===== config.mk =====
export PLATFORM = sky130hd
export DESIGN_NAME = swm_ctrl
export DESIGN_NICKNAME = d
export VERILOG_FILES = /design/src/rtl/swm_pkg.sv /design/src/rtl/swm_ctrl.sv
export SDC_FILE = /design/constraint.sdc
export NUM_CORES = 1
export LEC_CHECK = 0
export BUFFER_PORTS_ARGS = -buffer_cell sky130_fd_sc_hd__buf_2
export CAP_MARGIN = 40
export CELL_PAD_IN_SITES_DETAIL_PLACEMENT = 2
export CELL_PAD_IN_SITES_GLOBAL_PLACEMENT = 2
export CORE_AREA = 2 2 39 41
export DETAILED_ROUTE_END_ITERATION = 10
export DIE_AREA = 0 0 41 43
export GPL_ROUTABILITY_DRIVEN = 0
export PLACE_DENSITY_LB_ADDON = 0.1
export SYNTH_ARGS = -nofsm -noshare
export SYNTH_HDL_FRONTEND = slang
export SYNTH_SLANG_ARGS = --single-unit
export TNS_END_PERCENT = 50

===== constraint.sdc =====
create_clock -name clk -period 2 [get_ports clk]
set_input_delay 0 -clock clk [delete_from_list [all_inputs] [get_ports clk]]
set_output_delay 0 -clock clk [all_outputs]
set_load 0.005 [all_outputs]

===== src/rtl/swm_pkg.sv =====
// ----------------------------------------------------------------------------
// swm_pkg
// shared types and constants for the sliding window median filter
// ----------------------------------------------------------------------------
package swm_pkg;

    localparam int SAMPLE_W           = 32;
    localparam int CFG_W              = 7;
    localparam int WINDOW_MAX_DEFAULT = 64;
    localparam logic [CFG_W-1:0] WINDOW_SIZE_RESET = 7'd3;

    typedef enum logic [1:0] {
        ST_IDLE,
        ST_EVAL,
        ST_INSERT,
        ST_OUT
    } swm_state_t;

    typedef struct packed {
        logic accept;
        logic fill_step;
        logic remove;
        logic replace;
        logic load_out;
    } swm_cmd_t;

    typedef struct packed {
        logic full;
        logic last_fill;
        logic out_busy;
    } swm_stat_t;

endpackage


===== src/rtl/swm_ctrl.sv =====
// ----------------------------------------------------------------------------
// swm_ctrl
// sequencer for fill, remove, insert and result load steps
// ----------------------------------------------------------------------------
module swm_ctrl
    import swm_pkg::*;
(
    input  logic      clk,
    input  logic      rst_n,
    input  logic      s_tvalid,
    output logic      s_tready,
    output swm_cmd_t  cmd,
    input  swm_stat_t stat
);

    swm_state_t state_reg;
    swm_state_t state_next;

    always_ff @(posedge clk or negedge rst_n)
    begin
        if (!rst_n)
        begin
            state_reg <= ST_IDLE;
        end
        else
        begin
            state_reg <= state_next;
        end
    end

    always_comb
    begin
        state_next = state_reg;
        cmd        = '0;
        s_tready   = 1'b0;
        case (state_reg)
            ST_IDLE:
            begin
                s_tready   = 1'b1;
                cmd.accept = s_tvalid;
                if (s_tvalid)
                begin
                    state_next = ST_EVAL;
                end
            end
            ST_EVAL:
            begin
                if (!stat.full)
                begin
                    cmd.fill_step = 1'b1;
                    state_next    = stat.last_fill ? ST_OUT : ST_IDLE;
                end
                else
                begin
                    // drop oldest word from the sorted row
                    cmd.remove = 1'b1;
                    state_next = ST_INSERT;
                end
            end
            ST_INSERT:
            begin
                cmd.replace = 1'b1;
                state_next  = ST_OUT;
            end
            ST_OUT:
            begin
                if (!stat.out_busy)
                begin
                    cmd.load_out = 1'b1;
                    state_next   = ST_IDLE;
                end
            end
            default:
            begin
                state_next = ST_IDLE;
            end
        endcase
    end

endmodule


; After elaboration in Yosys (flattened, before gate mapping)
; Index checks and enable logic that the tools add are counted.
[word_totals]
in_bits = 6
word_cells = 21
regBits = 2
output_inout_bits = 6
[op_classes]
n_reduce_logical = 2
eq_ne = 5
n_mux = 13
[ops]
columns = op, n
row1 = 2-to-1 mux 2 bit, 5
row2 = case mux 2 bit (4 select lines), 1
row3 = 2-to-1 mux 1 bit, 7
row4 = equality test 2 bit (second input constant), 2
row5 = != test 2 bit (second input constant), 2
row6 = equality test 2 x 1 -> 1 bit (second input constant), 1
row7 = zero test 2 bit, 1
row8 = AND reduction 2 bit, 1

; Logic depth before layout (Yosys ltp)
; Gate-level depths: netlist of run 1.
[depth]
depth_word = 3
mapped_depth = 2
ltp_nobuf = 2

; Least setup slack after synthesis of run 1
; No wires, ideal clock.
[synth_timing]
path_kind = register to register
startpoint = register state_reg[0]
endpoint = register state_reg[0]
period_less_slack_ps = 802
arrival_ps = 721
n_path_buf = 0
path_stages_with_launch = 3
t_required_ps = 1919
setup_ps = 81
path_slack_ps = 1198
cell_sequence = dfrtp_1 > and3b_4 > a31oi_2
[synth_via]
elab_chain_len = 3
word_cells_on_any_way = 8
cone_classes = eq/ne (5) / mux (1) / reduce/logical (2)
[synth_lines]
columns = item, line_no
row1 = from (decl), swm_ctrl.sv:16  ; swm_state_t state_reg;
row2 = from (signal assigned), swm_ctrl.sv:27  ; state_reg <= state_next;
row3 = equality test 2 bit or zero test 2 bit (tied branches), swm_ctrl.sv:36  ; case (state_reg)
row4 = != test 2 bit (no line), -
row5 = AND reduction 2 bit (no line), -
; Parallel ways exist; a longest one is shown, timed or not.
; A chain may end at the register's enable or synchronous reset.

==> metrics.csv, run 1 <==
stage,metric,value,unit
logic_synthesis,yosysSeqAreaShare,0.3810,
finish,syn_to_final_growth,81.90,%
logic_synthesis,yosys.area_share.xor_xnor,0,
sta,finalMaxSlewViolations,0,
pwr,leakage,0.1226,nW
route,ant_nets,0,
route,drc,0,
clock_tree,clkLatencyLatePin,0.22,ns
finish,final_nets,37,
clock_tree,path_clk_slew,0.03,ns
logic_synthesis,synth_top_family_by_area,simple AND/OR/NAND/NOR gates,
global_route,grt_first_pass_wirelength,662,um
finish,final_layout_size_suffix_gt1_frac,0.5862,
route,vias,157,
logic_synthesis,synth-seq-cells,2,
logic_synthesis,syn-mean-instance-area,9.384,um2
sta,fmax,0.9609,GHz
sta,rsz0062_at_grt,false,
logic_synthesis,synth_compound_area_frac,0.1714,
pwr,power.total,0.3028,mW
sta,report.final.setup_viol,0,
sta,timing.final.crit_share,0.5204,
route,viasPerCell,3.489,
clock_tree,clk_path_buf_depth,2,
critical_path,arrival,1.04,ns
logic_synthesis,synthMuxAreaShare,0,
global_route,gr-total-overflow,0,
clock_tree,numCtsBuffers,3,
placement,port_buffers,11,
clock_tree,cts_tree,done,
sta,fin_skew,0.0001319,ns
sta,slew_headroom,0.8466,
floorplan,core,1384,um2
global_route,grt_pass1_vias,172,
route,drt-total-wl,436,um
logic_synthesis,synth_nets,20,
floorplan,rows,14,
route,first_iter_violations,0,
logic_synthesis,synthAdderAreaFrac,0,
clock_tree,htree_levels,1,
critical_path,critPathLaunchType,flip-flop,
floorplan,start_util,0.09494,
logic_synthesis,synth_area,131.4,um2
logic_synthesis,synthSimpleGateAreaFrac,0.4190,
route,wire_per_inst,9.689,um
finish,diodes,0,
logic_synthesis,ys_types,12,
clock_tree,cts_sinks,2,
route,firstDrtPassIters,1,
sta,period_needed,1.041,ns
floorplan,pin_count,12,
global_route,antenna_found_initial,0,
hold_path,hp-class,in2reg,
run_status,outcome,finished clean,
sta,hold_viol,0,
global_route,grt_start_max_net_pins,9,
critical_path,critPathKind,reg2out,
critical_path,worstPathRequired,2.00,ns
critical_path,worst_setup_path_end_kind,output port,
logic_synthesis,ys_warn_count,0,
pwr,p_per_area,1267,nW/um2
clock_tree,root_buffer,clkbuf_4,
logic_synthesis,synth_cells,14,
run,cap_violations,0,
global_route,track_usage,0.06006,
sta,worstMarginPinSlew,0.2302,ns
critical_path,path_max_fanout,8,
floorplan,dieWidth,41,um
sta,setup_tns,0,ns
floorplan,dieArea,1763,um2
floorplan,dieHeight,43,um
pwr,peakVddDrop,0.0001938,V
==> synth_stat cells <==
master / number / area share
dfrtp_1: 2 / 0.38
nor2_1: 2 / 0.057
a21oi_1: 1 / 0.038
a31oi_2: 1 / 0.095
and2_1: 1 / 0.048
and3_2: 1 / 0.057
and3b_4: 1 / 0.095
inv_1: 1 / 0.029
nand2b_1: 1 / 0.048
nand3b_1: 1 / 0.057
nor3b_1: 1 / 0.057
o21ai_0: 1 / 0.038
==> metal layers <==
metal  track usage  share of wire  vias to the layer above
met3             0          0.041                        0
met5             0              0                        -
li1              -              -                       79
met4       0.08000              0                        0
met1       0.05732           0.42                       73
met2       0.09375           0.54                        5
==> final timing paths <==
check	startpoint	end	slack, ns	cells past startpoint
max	state_reg[0]	cmd[4]	0.96	3
min	s_tvalid	state_reg[0]	0.09	3
max reg2reg	state_reg[0]	state_reg[0]	1.11	2
min reg2reg	flip-flop	flip-flop	0.66	2
max in group asynchronous	rst_n	asynchronous set/reset pin	1.81	2
min in group asynchronous	rst_n	state_reg[0]	0.10	2
==> report_power, final <==
| part | internal [mW] | switching (mW) | total, mW | leakage, nW |
|---|---|---|---|---|
| clock network | 0.0660 | 0.0205 | 0.0865 | 0.0138 |
| logic | 0.0698 | 0.0554 | 0.125 | 0.0869 |
| registers | 0.0606 | 0.0306 | 0.0912 | 0.0219 |
| total | 0.196 | 0.106 | 0.303 | 0.123 |
==> cells in the final DEF (no fill, tap or decap), drive strengths merged <==
cell          n
buf          11
clkbuf        3
nor2          2
dfrtp         2
inv           1
and3          1
and3b         1
nor3b         1
and2          1
nand3b        1
nand2b        1
a31oi         1
o21ai         1
a21oi         1
dlygate4sd3   1
==> layout make-up <==
cell class	count	area (um2)
tap	16	20.02
multi-input combinational	11	77.57
inverter	1	3.754
fill	169	1145
timing repair buffer	12	65.06
clock buffer	3	22.52
sequential	2	50.05
==> what timing repair did <==
action / 4_1_cts / 5_1_grt
endpoints found under the setup margin: 0 / 0
gates resized for setup: 0 / 0
endpoints found under the hold margin: 2 / 0
setup buffers: 0 / 0
hold buffers: 1 / 0
==> logic make-up (layout without fill, tap and decap cells) <==
group / after synthesis / count (layout)
AO/OA/AOI/OAI: 3 / 3
buffers and inverters: 1 / 16
flip-flops: 2 / 2
AND/OR/NAND/NOR: 8 / 8
==> critical path, stage by stage, from the launching register on <==
cell and delay (ns):
dfrtp_1 0.44, nor2_1 0.14, and2_1 0.13, buf_2 0.10
==> per-stage QoR <==
stage               setup WS [ns]  std cells  hold WS, ns  utilization  area (um2)
finish                     0.9593         45      0.08785       0.1727       239.0
global placement            1.078         41      -0.2151       0.1492       206.4
floorplan                   1.198         14      -0.2956            -       131.4
CTS                        0.9252         45      0.08554       0.1727       239.0
detailed placement          1.095         41      -0.2139       0.1492       206.4
global route               0.8845         45      0.09679       0.1727       239.0
Note: power is estimated with default switching activity, not from simulation.
==> inputs of run 2 (changes only) <==
clock period = 1 ns   (was 2 ns; I/O delays follow)
==> metrics.csv, run 2 (synthesized netlist as in run 1, its figures left out) <==
stage,metric,value,unit
route,vias,174,
critical_path,critPathKind,reg2out,
critical_path,reg2reg_depth,3,
run_status,outcome,"finished, violations left",
sta,setup_tns,-0.006896,ns
clock_tree,root_buffer,clkbuf_4,
pwr,comb_power_share,0.473,
critical_path,endpoint,cmd[0],
global_route,grt_pass1_vias,192,
floorplan,core,1384,um2
floorplan,rows,14,
sta,rsz0062_at_grt,true,
pwr,seqPwrFrac,0.272,
floorplan,pin_count,12,
critical_path,critPathLaunchType,flip-flop,
route,wire_per_inst,10.26,um
sta,slew_headroom,0.8874,
pwr,p_sw,0.2594,mW
sta,fin_skew,0.001245,ns
clock_tree,path_clk_slew,0.03,ns
route,drc,0,
sta,finalMaxSlewViolations,0,
route,viasPerCell,3.702,
sta,hold_viol,0,
hold_path,hp-class,in2reg,
pwr,p_per_area,2726,nW/um2
pwr,leakage,0.1369,nW
finish,diodes,0,
route,first_iter_violations,0,
run_status,violations,setup timing,
sta,worst_slack,-0.006209,ns
pwr,power.total,0.7435,mW
finish,fill_cells,167,
clock_tree,clk_path_buf_depth,2,
critical_path,worst_setup_path_end_kind,output port,
global_route,antenna_found_initial,0,
pwr,clock_power_share,0.255,
critical_path,path_max_fanout,7,
critical_path,worstPathRequired,1.00,ns
hold_path,min_from,s_tvalid,
finish,final_layout_size_suffix_gt1_frac,0.7742,
pwr,peakVddDrop,0.0004402,V
sta,worstMarginPinSlew,0.1671,ns
global_route,grt_start_max_net_pins,9,
critical_path,r2r-end,state_reg[0],
placement,port_buffers,11,
pwr,intPower,0.4842,mW
clock_tree,clkLatencyLatePin,0.23,ns
finish,syn_to_final_growth,107.6,%
sta,period_needed,1.006,ns
finish,final_cell_mix,"10 x buf_2, 3 x clkbuf_4, 2 x dfrtp_2, 2 x buf_4",
floorplan,dieHeight,43,um
route,drt-total-wl,482,um
sta,report.final.setup_viol,2,
sta,holdWs,0.05187,ns
global_route,grt_first_pass_wirelength,717,um
pwr,swShare,0.3488,
floorplan,start_util,0.09494,
sta,fmax,0.9938,GHz
critical_path,r2r_start,state_reg[0],
critical_path,rrSetupSlack,0.09,ns
critical_path,cp-startpoint,state_reg[0],
floorplan,dieWidth,41,um
finish,layout_commonest_cell,buf_2,
route,firstDrtPassIters,1,
route,ant_nets,0,
finish,final_nets,39,
clock_tree,htree_levels,1,
sta,timing.final.crit_share,1.006,
global_route,track_usage,0.06419,
placement,hpwl,353,um
clock_tree,cts_tree,done,
critical_path,arrival,1.01,ns
floorplan,dieArea,1763,um2
run,cap_violations,0,
clock_tree,numCtsBuffers,3,
clock_tree,cts_sinks,2,
global_route,gr-total-overflow,0,
## run 2: worst min-delay path by stage
stage / cells past startpoint / to / slack (ns)
2_1_floorplan: 0 / asynchronous set/reset pin / -0.30
3_3_place_gp: 1 / asynchronous set/reset pin / -0.22
3_5_place_dp: 1 / asynchronous set/reset pin / -0.21
4_1_cts: 3 / state_reg[0] / 0.08
5_1_grt: 3 / state_reg[0] / 0.07
6_report: 3 / state_reg[0] / 0.05
## run 2: power by group through the flow
| stage | Clock (mW) | Sequential (mW) | Combinational (mW) |
|---|---|---|---|
| final | 0.190 | 0.202 | 0.351 |
| after CTS | 0.187 | 0.206 | 0.306 |
| after global routing | 0.204 | 0.212 | 0.387 |
| after detailed placement | 0 | 0.189 | 0.253 |
| after global placement | 0 | 0.192 | 0.253 |
| after floorplan | 0 | 0.162 | 0.154 |
## run 2: metrics by stage
stage,util,std cells,instance area (um2),worst slack [ns]
6_report,0.1971,47,272.8,-0.006209
5_1_grt,0.1971,47,272.8,-0.05500
4_1_cts,0.1863,46,257.7,-0.02494
3_5_place_dp,0.1492,41,206.4,0.1211
3_3_place_gp,0.1492,41,206.4,0.1275
2_1_floorplan,-,14,131.4,0.1977
## run 2: layer usage
layer  track usage  share of wire  vias up
met5             0              0        -
met2       0.09063           0.52        9
met1       0.06090           0.38       80
li1              -              -       83
met3       0.02094          0.060        2
met4       0.08000          0.037        0
## run 2: worst max-delay path, stage by stage, from the launching register on
cell and delay (ns):
dfrtp_2 0.44, and3b_4 0.22, buf_6 0.11
## run 2: cell type report
type | instances | area, um2 | share of cell area
multi-input cells | 11 | 87.58 | 0.3211
repair buffers | 14 | 86.33 | 0.3165
flip-flops and latches | 2 | 52.55 | 0.1927
clock buffers | 3 | 22.52 | 0.08257
well taps | 16 | 20.02 | 0.07339
inverters | 1 | 3.754 | 0.01376
## run 2: what timing repair did
item / 4_1_cts / 5_1_grt
setup buffers: 1 / 1
hold buffers: 1 / 0
setup endpoints to repair: 4 / 4
pin swaps: 3 / 2
endpoints found under the hold margin: 2 / 0
gates resized for setup: 5 / 1
